$ cat src/hdl/imc_pkg.sv
// Shared types, codes and constants of the IMU motion classifier.
package imc_pkg;

  localparam int SCORE_W     = 19;
  localparam int WEIGHT_W    = 8;
  localparam int WEIGHT_FRAC = 8;
  localparam int CLASS_W     = 3;
  localparam int CFG_IDX_W   = 2;
  localparam int CFG_DATA_W  = 19;

  localparam logic [SCORE_W-1:0]  SCORE_MAX         = '1;
  localparam logic [WEIGHT_W-1:0] GYRO_WEIGHT_RESET = 8'd90;
  localparam logic [SCORE_W-1:0]  STILL_TH_RESET    = 19'd31;
  localparam logic [SCORE_W-1:0]  LOW_TH_RESET      = 19'd115;
  localparam logic [SCORE_W-1:0]  MOVE_TH_RESET     = 19'd307;

  typedef enum logic [CLASS_W-1:0] {
    MC_UNKNOWN = 3'd0,
    MC_STILL   = 3'd1,
    MC_LOW     = 3'd2,
    MC_MOVE    = 3'd3,
    MC_JOLT    = 3'd4
  } imc_class_t;

  typedef enum logic [CFG_IDX_W-1:0] {
    REG_GYRO_WEIGHT = 2'd0,
    REG_STILL_TH    = 2'd1,
    REG_LOW_TH      = 2'd2,
    REG_MOVE_TH     = 2'd3
  } imc_reg_t;

  typedef enum logic [1:0] {
    LANE_IDLE,
    LANE_SQUARE,
    LANE_ROOT,
    LANE_DONE
  } imc_lane_state_t;

  typedef enum logic {
    CTL_IDLE,
    CTL_BUSY
  } imc_ctl_state_t;

  typedef struct packed {
    logic [WEIGHT_W-1:0] gyro_weight;
    logic [SCORE_W-1:0]  still_threshold;
    logic [SCORE_W-1:0]  low_threshold;
    logic [SCORE_W-1:0]  move_threshold;
  } imc_cfg_t;

  // The sum of three squared differences saturates at 64 bits.
  function automatic int sum_width(input int sw);
    return (2 * sw + 2 > 64) ? 64 : 2 * sw + 2;
  endfunction

endpackage

$ cat src/hdl/imc_sample_if.sv
// Input channel carrying one IMU sample per transfer.
interface imc_sample_if #(
  parameter int SW = 17
);
  logic          valid;
  logic          ready;
  logic          sample_valid;
  logic [SW-1:0] accel_x;
  logic [SW-1:0] accel_y;
  logic [SW-1:0] accel_z;
  logic [SW-1:0] rate_x;
  logic [SW-1:0] rate_y;
  logic [SW-1:0] rate_z;

  modport source (
    output valid, sample_valid, accel_x, accel_y, accel_z, rate_x, rate_y, rate_z,
    input  ready
  );
  modport sink (
    input  valid, sample_valid, accel_x, accel_y, accel_z, rate_x, rate_y, rate_z,
    output ready
  );
endinterface

$ cat src/hdl/imc_result_if.sv
// Output channel carrying one motion class and score per transfer.
interface imc_result_if;
  logic        valid;
  logic        ready;
  logic [2:0]  motion_class;
  logic [18:0] motion_score;

  modport source (output valid, motion_class, motion_score, input ready);
  modport sink (input valid, motion_class, motion_score, output ready);
endinterface

$ cat src/hdl/imc_lane.sv
// One delta-length lane: three axis differences, squared sum and iterative square root.
module imc_lane
  import imc_pkg::*;
#(
  parameter int SW = 17
) (
  input  logic                          clk,
  input  logic                          rst,
  input  logic                          start,
  input  logic [SW-1:0]                 cur [3],
  input  logic [SW-1:0]                 old [3],
  output logic                          done,
  output logic [sum_width(SW)/2-1:0]    root
);

  localparam int SUMW = sum_width(SW);
  localparam int RW   = SUMW / 2;
  localparam int CW   = $clog2(RW);

  imc_lane_state_t  state, state_next;
  logic [SW-1:0]    diff [3];
  logic [SW-1:0]    mag [3];
  logic [2*SW-1:0]  prod;
  logic [SUMW-1:0]  sum;
  logic [SUMW-1:0]  sum_acc;
  logic [SUMW:0]    sum_wide;
  logic [RW+1:0]    rem;
  logic [RW+1:0]    rem_sh;
  logic [RW+1:0]    trial;
  logic             fit;
  logic [CW-1:0]    cnt;
  logic             last_square;
  logic             last_root;

  always_comb begin
    logic [SW:0] dw;
    for (int i = 0; i < 3; i++) begin
      dw     = {cur[i][SW-1], cur[i]} - {old[i][SW-1], old[i]};
      mag[i] = dw[SW] ? SW'(-dw) : dw[SW-1:0];
    end
  end

  assign sum_wide = {1'b0, sum} + (SUMW+1)'(prod);
  assign sum_acc  = sum_wide[SUMW] ? '1 : sum_wide[SUMW-1:0];
  assign rem_sh   = {rem[RW-1:0], sum[SUMW-1 -: 2]};
  assign trial    = {root, 2'b01};
  assign fit      = rem_sh >= trial;

  assign last_square = cnt == CW'(3);
  assign last_root   = cnt == CW'(RW - 1);

  always_comb begin
    state_next = state;
    case (state)
      LANE_IDLE:   if (start) state_next = LANE_SQUARE;
      LANE_SQUARE: if (last_square) state_next = LANE_ROOT;
      LANE_ROOT:   if (last_root) state_next = LANE_DONE;
      LANE_DONE:   state_next = LANE_IDLE;
      default:     state_next = LANE_IDLE;
    endcase
  end

  always_comb begin
    case (state)
      LANE_DONE: done = 1'b1;
      default:   done = 1'b0;
    endcase
  end

  always_ff @(posedge clk) begin
    if (rst) begin
      state <= LANE_IDLE;
    end else begin
      state <= state_next;
    end
  end

  always_ff @(posedge clk) begin
    case (state)
      LANE_IDLE: begin
        if (start) begin
          diff <= mag;
          sum  <= '0;
          cnt  <= '0;
        end
      end
      LANE_SQUARE: begin
        prod    <= diff[0] * diff[0];
        diff[0] <= diff[1];
        diff[1] <= diff[2];
        if (cnt != '0) begin
          sum <= sum_acc;
        end
        if (last_square) begin
          cnt  <= '0;
          rem  <= '0;
          root <= '0;
        end else begin
          cnt <= cnt + 1'b1;
        end
      end
      LANE_ROOT: begin
        sum  <= sum << 2;
        cnt  <= cnt + 1'b1;
        rem  <= fit ? rem_sh - trial : rem_sh;
        root <= {root[RW-2:0], fit};
      end
      default: begin
      end
    endcase
  end

endmodule

$ cat src/hdl/imc_merge.sv
// Merge stage: gyro weighting, saturation, classification and the result register.
module imc_merge
  import imc_pkg::*;
#(
  parameter int RW = 18
) (
  input  logic             clk,
  input  logic             rst,
  input  logic             go,
  input  logic             pair_ok,
  input  logic [RW-1:0]    a_root,
  input  logic [RW-1:0]    g_root,
  input  imc_cfg_t         cfg,
  imc_result_if.source     results,
  output logic             busy
);

  localparam int PW = RW + WEIGHT_W;
  localparam int XW = (RW + WEIGHT_W > SCORE_W) ? RW + WEIGHT_W : SCORE_W;

  logic               w_valid;
  logic               ok_hold;
  logic [RW-1:0]      a_hold;
  logic [PW-1:0]      wprod;
  logic [XW-1:0]      a_ext;
  logic [XW-1:0]      g_ext;
  logic [SCORE_W-1:0] a_sat;
  logic [SCORE_W-1:0] g_sat;
  logic [SCORE_W:0]   score_wide;
  logic [SCORE_W-1:0] score;
  imc_class_t         cls;
  logic               load;
  logic               rvalid;
  imc_class_t         rclass;
  logic [SCORE_W-1:0] rscore;

  assign a_ext      = XW'(a_hold);
  assign g_ext      = XW'(wprod[PW-1:WEIGHT_FRAC]);
  assign a_sat      = (a_ext > XW'(SCORE_MAX)) ? SCORE_MAX : a_ext[SCORE_W-1:0];
  assign g_sat      = (g_ext > XW'(SCORE_MAX)) ? SCORE_MAX : g_ext[SCORE_W-1:0];
  assign score_wide = {1'b0, a_sat} + {1'b0, g_sat};
  assign score      = score_wide[SCORE_W] ? SCORE_MAX : score_wide[SCORE_W-1:0];

  always_comb begin
    if (!ok_hold) begin
      cls = MC_UNKNOWN;
    end else if (score < cfg.still_threshold) begin
      cls = MC_STILL;
    end else if (score < cfg.low_threshold) begin
      cls = MC_LOW;
    end else if (score < cfg.move_threshold) begin
      cls = MC_MOVE;
    end else begin
      cls = MC_JOLT;
    end
  end

  assign load = w_valid && (!rvalid || results.ready);
  assign busy = w_valid;

  always_ff @(posedge clk) begin
    if (rst) begin
      w_valid <= 1'b0;
      rvalid  <= 1'b0;
    end else begin
      if (go) begin
        w_valid <= 1'b1;
      end else if (load) begin
        w_valid <= 1'b0;
      end
      if (load) begin
        rvalid <= 1'b1;
      end else if (results.ready) begin
        rvalid <= 1'b0;
      end
    end
  end

  always_ff @(posedge clk) begin
    if (go) begin
      wprod   <= g_root * cfg.gyro_weight;
      a_hold  <= a_root;
      ok_hold <= pair_ok;
    end
    if (load) begin
      rclass <= cls;
      rscore <= ok_hold ? score : '0;
    end
  end

  assign results.valid        = rvalid;
  assign results.motion_class = rclass;
  assign results.motion_score = rscore;

endmodule

$ cat src/hdl/imu_motion_classifier.sv
// Top level of the IMU motion classifier.
//
// Each transfer on samples carries one IMU sample: a valid flag and three signed
// accelerometer and three signed gyro axes in Q.8. The block compares it with
// the previous sample, scores the accel delta length plus the weighted gyro
// delta length, and sends one class and score per sample on results.
// The accel and gyro lanes work side by side; each squares its three axis
// differences on one multiplier and then takes an exact square root one result
// bit per cycle, so the root loop sets the rate.
// A new sample is taken only once the lanes have finished the previous one. One
// finished result may wait in the output register while the next sample is
// already being scored; a receiver that stalls longer holds samples off once
// that second result is ready.
// The registers are written through cfg_write, cfg_index and cfg_data; the user
// must write them only while the block is idle, and the block itself does not
// enforce this. Reset restores the register defaults and forgets the stored
// sample, so the first result after reset is unknown.
module imu_motion_classifier
  import imc_pkg::*;
#(
  parameter int SAMPLE_WIDTH = 17
) (
  input  logic                  clk,
  input  logic                  rst,
  imc_sample_if.sink            samples,
  imc_result_if.source          results,
  input  logic                  cfg_write,
  input  logic [CFG_IDX_W-1:0]  cfg_index,
  input  logic [CFG_DATA_W-1:0] cfg_data
);

  localparam int RW = sum_width(SAMPLE_WIDTH) / 2;

  imc_ctl_state_t          state, state_next;
  imc_cfg_t                cfg;
  logic                    accept;
  logic                    prev_valid;
  logic                    pair_ok;
  logic [SAMPLE_WIDTH-1:0] prev_accel [3];
  logic [SAMPLE_WIDTH-1:0] prev_rate [3];
  logic [SAMPLE_WIDTH-1:0] cur_accel [3];
  logic [SAMPLE_WIDTH-1:0] cur_rate [3];
  logic                    a_done;
  logic                    g_done;
  logic [RW-1:0]           a_root;
  logic [RW-1:0]           g_root;
  logic                    merge_busy;

  assign cur_accel[0] = samples.accel_x;
  assign cur_accel[1] = samples.accel_y;
  assign cur_accel[2] = samples.accel_z;
  assign cur_rate[0]  = samples.rate_x;
  assign cur_rate[1]  = samples.rate_y;
  assign cur_rate[2]  = samples.rate_z;

  assign accept = samples.valid && samples.ready;

  always_comb begin
    state_next = state;
    case (state)
      CTL_IDLE: if (accept) state_next = CTL_BUSY;
      CTL_BUSY: if (a_done) state_next = CTL_IDLE;
      default:  state_next = CTL_IDLE;
    endcase
  end

  always_comb begin
    case (state)
      CTL_IDLE: samples.ready = !merge_busy;
      default:  samples.ready = 1'b0;
    endcase
  end

  always_ff @(posedge clk) begin
    if (rst) begin
      state      <= CTL_IDLE;
      prev_valid <= 1'b0;
      pair_ok    <= 1'b0;
      prev_accel <= '{default: '0};
      prev_rate  <= '{default: '0};
    end else begin
      state <= state_next;
      if (accept) begin
        prev_valid <= samples.sample_valid;
        pair_ok    <= samples.sample_valid && prev_valid;
        prev_accel <= cur_accel;
        prev_rate  <= cur_rate;
      end
    end
  end

  always_ff @(posedge clk) begin
    if (rst) begin
      cfg.gyro_weight     <= GYRO_WEIGHT_RESET;
      cfg.still_threshold <= STILL_TH_RESET;
      cfg.low_threshold   <= LOW_TH_RESET;
      cfg.move_threshold  <= MOVE_TH_RESET;
    end else if (cfg_write) begin
      case (cfg_index)
        REG_GYRO_WEIGHT: cfg.gyro_weight     <= cfg_data[WEIGHT_W-1:0];
        REG_STILL_TH:    cfg.still_threshold <= cfg_data[SCORE_W-1:0];
        REG_LOW_TH:      cfg.low_threshold   <= cfg_data[SCORE_W-1:0];
        REG_MOVE_TH:     cfg.move_threshold  <= cfg_data[SCORE_W-1:0];
        default: begin
        end
      endcase
    end
  end

  imc_lane #(
    .SW (SAMPLE_WIDTH)
  ) u_accel_lane (
    .clk   (clk),
    .rst   (rst),
    .start (accept),
    .cur   (cur_accel),
    .old   (prev_accel),
    .done  (a_done),
    .root  (a_root)
  );

  imc_lane #(
    .SW (SAMPLE_WIDTH)
  ) u_rate_lane (
    .clk   (clk),
    .rst   (rst),
    .start (accept),
    .cur   (cur_rate),
    .old   (prev_rate),
    .done  (g_done),
    .root  (g_root)
  );

  imc_merge #(
    .RW (RW)
  ) u_merge (
    .clk     (clk),
    .rst     (rst),
    .go      (a_done),
    .pair_ok (pair_ok),
    .a_root  (a_root),
    .g_root  (g_root),
    .cfg     (cfg),
    .results (results),
    .busy    (merge_busy)
  );

  assert property (@(posedge clk) disable iff (rst) a_done == g_done)
    else $error("Accel and gyro lanes finished in different cycles.");

  assert property (@(posedge clk) disable iff (rst) accept |=> !samples.ready)
    else $error("A second sample was taken while one was being scored.");

  assert property (@(posedge clk) disable iff (rst)
    results.valid && results.motion_class == MC_UNKNOWN |-> results.motion_score == '0)
    else $error("An unknown result carries a nonzero score.");

  assert property (@(posedge clk) disable iff (rst)
    results.valid && results.motion_class == MC_STILL
      |-> results.motion_score < cfg.still_threshold)
    else $error("A still result has a score at or above the still threshold.");

endmodule

$ cat src/flat_wrapper.sv
// flat-port wrapper written by rule: the top's interface ports become plain ports
module imu_motion_classifier_flat import imc_pkg::*;
#(
  parameter int SAMPLE_WIDTH = 17
)
  (clk, rst, cfg_write, cfg_index, cfg_data, samples_valid, samples_sample_valid, samples_accel_x, samples_accel_y, samples_accel_z, samples_rate_x, samples_rate_y, samples_rate_z, samples_ready, results_valid, results_motion_class, results_motion_score, results_ready);
  imc_sample_if #(.SW((17))) samples_i ();
  imc_result_if results_i ();
  input  logic clk;
  input  logic rst;
  input  logic cfg_write;
  input  logic [CFG_IDX_W-1:0] cfg_index;
  input  logic [CFG_DATA_W-1:0] cfg_data;
  input wire logic [$bits(samples_i.valid)-1:0] samples_valid;
  input wire logic [$bits(samples_i.sample_valid)-1:0] samples_sample_valid;
  input wire logic [$bits(samples_i.accel_x)-1:0] samples_accel_x;
  input wire logic [$bits(samples_i.accel_y)-1:0] samples_accel_y;
  input wire logic [$bits(samples_i.accel_z)-1:0] samples_accel_z;
  input wire logic [$bits(samples_i.rate_x)-1:0] samples_rate_x;
  input wire logic [$bits(samples_i.rate_y)-1:0] samples_rate_y;
  input wire logic [$bits(samples_i.rate_z)-1:0] samples_rate_z;
  output wire logic [$bits(samples_i.ready)-1:0] samples_ready;
  output wire logic [$bits(results_i.valid)-1:0] results_valid;
  output wire logic [$bits(results_i.motion_class)-1:0] results_motion_class;
  output wire logic [$bits(results_i.motion_score)-1:0] results_motion_score;
  input wire logic [$bits(results_i.ready)-1:0] results_ready;
  assign samples_i.valid = samples_valid;
  assign samples_i.sample_valid = samples_sample_valid;
  assign samples_i.accel_x = samples_accel_x;
  assign samples_i.accel_y = samples_accel_y;
  assign samples_i.accel_z = samples_accel_z;
  assign samples_i.rate_x = samples_rate_x;
  assign samples_i.rate_y = samples_rate_y;
  assign samples_i.rate_z = samples_rate_z;
  assign samples_ready = samples_i.ready;
  assign results_valid = results_i.valid;
  assign results_motion_class = results_i.motion_class;
  assign results_motion_score = results_i.motion_score;
  assign results_i.ready = results_ready;
  imu_motion_classifier #(.SAMPLE_WIDTH(SAMPLE_WIDTH)) u_core (.clk(clk), .rst(rst), .samples(samples_i), .results(results_i), .cfg_write(cfg_write), .cfg_index(cfg_index), .cfg_data(cfg_data));
endmodule
$ cat config.mk
export PLATFORM = sky130hd
export DESIGN_NAME = imu_motion_classifier_flat
export DESIGN_NICKNAME = d
export VERILOG_FILES = /design/src/hdl/imc_pkg.sv /design/src/hdl/imc_sample_if.sv /design/src/hdl/imc_result_if.sv /design/src/hdl/imc_lane.sv /design/src/hdl/imc_merge.sv /design/src/hdl/imu_motion_classifier.sv /design/src/flat_wrapper.sv
export SDC_FILE = /design/constraint.sdc
export NUM_CORES = 2
export LEC_CHECK = 0
export BUFFER_PORTS_ARGS = -buffer_cell sky130_fd_sc_hd__buf_4
export CORE_ASPECT_RATIO = 1.4
export CORE_UTILIZATION = 30
export DETAILED_ROUTE_END_ITERATION = 16
export PLACE_DENSITY = 0.5
export SETUP_SLACK_MARGIN = 0.2
export SLEW_MARGIN = 20
export SYNTH_ARGS = -nofsm -noshare
export SYNTH_HDL_FRONTEND = slang
export SYNTH_SLANG_ARGS = --single-unit
$ cat constraint.sdc
create_clock -name clk -period 15.1 [get_ports clk]
set_clock_uncertainty 0.1 [all_clocks]
set_input_delay 3.02 -clock clk [delete_from_list [all_inputs] [get_ports clk]]
set_output_delay 3.02 -clock clk [all_outputs]
set_load 0.01 [all_outputs]
==> results.md <==
- Status: complete, no violations
- Reg-to-reg slack, setup: between 7 and 8 ns
- I/O pin cnt: 153
- Crit. End Element: flop
- Root Driver: clkbuf_16
- Largest area contributor in the netlist: edfxtp_1
- Cells after synthesis: ~6,000
- Synth Warn #: 0
- Vias in the first global route: 42,600
- Iteration-0 DRC count of the detailed router: 1,752
- Global placement routability congestion: 0.860
- Area Overhead vs Synth: 11.3%
- Final setup TNS: 0 ns
- Hold_ws: 0.339 ns
- Post-synthesis sequential area ratio: 27.2%
- Syn Nets: 7,274
- Setup Viol. Count Final: 0
- Critical path fanouts, max: 17
- Fmax: 138 MHz
- Final ANT Viol Nets: 0
- Maximum clock insertion buffer count: 3
- Setup repair bufs after CTS: 0
- Latest clock arrival within the worst-skew pair: 0.68 ns
- WS Path Type: flop to flop
- CTS hold repair buffers: 0
- Initial Util: 30.2%
- Vias per std cell: 4.75
- Req. time, crit path: 15.43 ns
- Total grt overflow: 0
- Die Span X: 364 um
- Slew @ Worst Pin: 0.979 ns
- First-pass GRT wire length: 226,000 um
- Startpoint types: flop
- Synth Area per Inst: about 9 um2
- Fraction of registers with async set/reset: 0%
- Post-synth top area share: 20.8%
- Post-synth EDFFs: about 380
- Worst-path clk slew: 0.06 ns
- Remaining DRCs: 0
- Layout cells sized above 1: 5.70%
- Unrepaired setup endpoints after global routing: no
- Fin nets: 7,337
- Full die area: between 150,000 and 200,000 um2
- Endpoints failing hold: 0
- CTS Buf Count: 70
- Drt wl/cell: 16.3 um
- Post-synthesis cell type count: 86
- Arr. time, crit path: 7.55 ns
- Pre-antenna DRT Iters: 5
- Site row count: between 150 and 200
- CTS tree: yes
- Post-Syn Area: 54,900 um2
- IO Port Bufs: 152
- Hold/Removal Path Class: flop to flop
- Post_cts resized: 0
- Core Area: 182,000 um2
- Max Cap Viol: 0
- Final Cycle Share: 47.8%
- Tmin final: 7.22 ns
- Routed WL: about 140,000 um
- Vias: approximately 41,000
- DPL Wire Length: 110,000 um
- Slew headroom: 34.0%
- Synth top area cells: edfxtp_1, fa_1, ha_1, inv_1, dfxtp_1
- Total track usage: 15.4%
- Top FF cell, synth: edfxtp_1
- Largest net degree at the start of global routing: 93
- Final Slew Violations: 0
- Die Span Y: between 500 and 600 um
- H-tree lvl count: 3
- CTS Sinks: 557
- Antenna violations before repair: 16
- Flops & latches, synth: 557
## path summary, 6_finish.rpt
| kind | start | end | cells after the start |
|---|---|---|---|
| min | u_core.u_accel_lane.root[2]$_SDFFCE_PN0P_ | u_core.u_merge.a_hold[2]$_DFFE_PP_ | 0 |
| min reg2reg | u_core.u_accel_lane.root[2]$_SDFFCE_PN0P_ | u_core.u_merge.a_hold[2]$_DFFE_PP_ | 0 |
| max reg2reg | u_core.u_rate_lane.diff[38]$_DFFE_PP_ | u_core.u_rate_lane.prod[27]$_DFFE_PP_ | 24 |
| max | u_core.u_rate_lane.diff[38]$_DFFE_PP_ | u_core.u_rate_lane.prod[27]$_DFFE_PP_ | 24 |
## final cells by class
cell class | instances | area [um2]
fillers | 18800 | 121000
multi-input cells | 4376 | 35800
flip-flops and latches | 557 | 15000
inverters | 965 | 3620
well taps | 2431 | 3040
clock buffers | 98 | 1970
repair buffers | 180 | 1400
clock inverters | 31 | 389
diodes | 2 | 5.00
## synthesized netlist by cell type (52+ instances only)
| cell | number |
|---|---|
| a21o_1 | 118 |
| a21oi_1 | 382 |
| and2_1 | 205 |
| clkbuf_1 | 173 |
| dfxtp_1 | 176 |
| edfxtp_1 | 381 |
| fa_1 | 488 |
| ha_1 | 570 |
| inv_1 | 963 |
| nand2_1 | 836 |
| nand3_1 | 81 |
| nor2_1 | 337 |
| nor2b_1 | 52 |
| nor3_1 | 71 |
| o21ai_0 | 267 |
| xnor2_1 | 246 |
| xor2_1 | 99 |
## sequential cells by signal, indices dropped and copies added, names as in the netlist, 2 cells and up
name                                 flops
u_core.cfg                              65
u_core.prev_accel                       51
u_core.prev_rate                        51
u_core.u_accel_lane.cnt                  5
u_core.u_accel_lane.diff                51
u_core.u_accel_lane.prod                33
u_core.u_accel_lane.rem                 18
u_core.u_accel_lane.root                18
u_core.u_accel_lane.state                2
u_core.u_accel_lane.sum                 36
u_core.u_merge.a_hold                   18
u_core.u_merge.results.motion_class      3
u_core.u_merge.results.motion_score     19
u_core.u_merge.wprod                    18
u_core.u_rate_lane.cnt                   5
u_core.u_rate_lane.diff                 51
u_core.u_rate_lane.prod                 33
u_core.u_rate_lane.rem                  18
u_core.u_rate_lane.root                 18
u_core.u_rate_lane.state                 2
u_core.u_rate_lane.sum                  36
## cell families after synthesis
| group | count (synthesis) | share of synthesized area [%] |
|---|---|---|
| AO/OA/AOI/OAI | 1161 | 13.2 |
| flip-flops | 557 | 27.2 |
| buffers and inverters | 1154 | 7.90 |
| multiplexers | 25 | 0.467 |
| AND/OR/NAND/NOR | 1786 | 14.9 |
| XOR/XNOR | 346 | 5.54 |
| adder cells (fa/ha/maj) | 1058 | 30.8 |
## worst max-delay path, stage by stage (launching register included)
cell      delay, ns
edfxtp_1       0.73
and2_1         0.26
inv_1          0.07
fa_1           0.54
inv_1          0.06
fa_1           0.53
inv_1          0.05
fa_1           0.38
inv_1          0.07
fa_1           0.43
fa_1           0.54
inv_1          0.05
fa_1           0.47
inv_1          0.04
ha_1           0.32
and4_1         0.22
nand2_1        0.07
o21ai_0        0.11
a211oi_1       0.23
a21oi_1        0.18
o21ai_0        0.62
o311ai_0       0.33
a31o_2         0.31
a21oi_1        0.17
xnor2_1        0.10
## routing by layer
layer / share of wire (%) / track usage, % / vias to the layer above / wire (um)
met2: 49 / 27.0 / 545 / 68800
met5: 0.10 / 0 / - / 145
met1: 44 / 19.2 / 20000 / 62100
li1: - / - / 20300 / -
met3: 4.0 / 2.33 / 212 / 5620
met4: 2.9 / 5.06 / 22 / 4020
## per-stage QoR
step	cells	utilization [%]	cell area [um2]	setup slack [ns]
2_1_floorplan	6087	-	54900	8.61
3_3_place_gp	8507	32.3	58700	7.85
3_5_place_dp	8507	32.3	58700	7.83
4_1_cts	8636	33.6	61100	7.84
5_1_grt	8639	33.7	61200	7.44
6_report	8640	33.7	61200	7.88
## cell usage in the layout, fill, tap and decap left out, types with 18 or more instances in the layout
cell,synthesis,final
o21ai_0,267,262
or2_2,18,18
inv_1,963,963
a21oi_1,382,381
nor2b_1,52,51
buf_4,0,176
nand4_1,25,25
o21bai_1,40,40
o21a_1,46,45
a22o_1,26,26
clkbuf_16,0,70
a21o_1,118,118
xnor2_1,246,246
a31oi_1,49,49
o31ai_1,34,33
or3_1,27,27
fa_1,488,488
xor2_1,99,99
edfxtp_1,381,381
ha_1,570,567
o211ai_1,27,27
nand3_1,81,81
dfxtp_1,176,176
mux2i_1,20,20
nor3_1,71,71
and2_1,205,204
and3_1,24,24
nand2b_1,48,48
nand2_1,836,835
nor2_1,337,333
a211oi_1,27,27
Power is not shown: default switching activity piles up to over one toggle a cycle in this logic, so the estimate is an artifact.
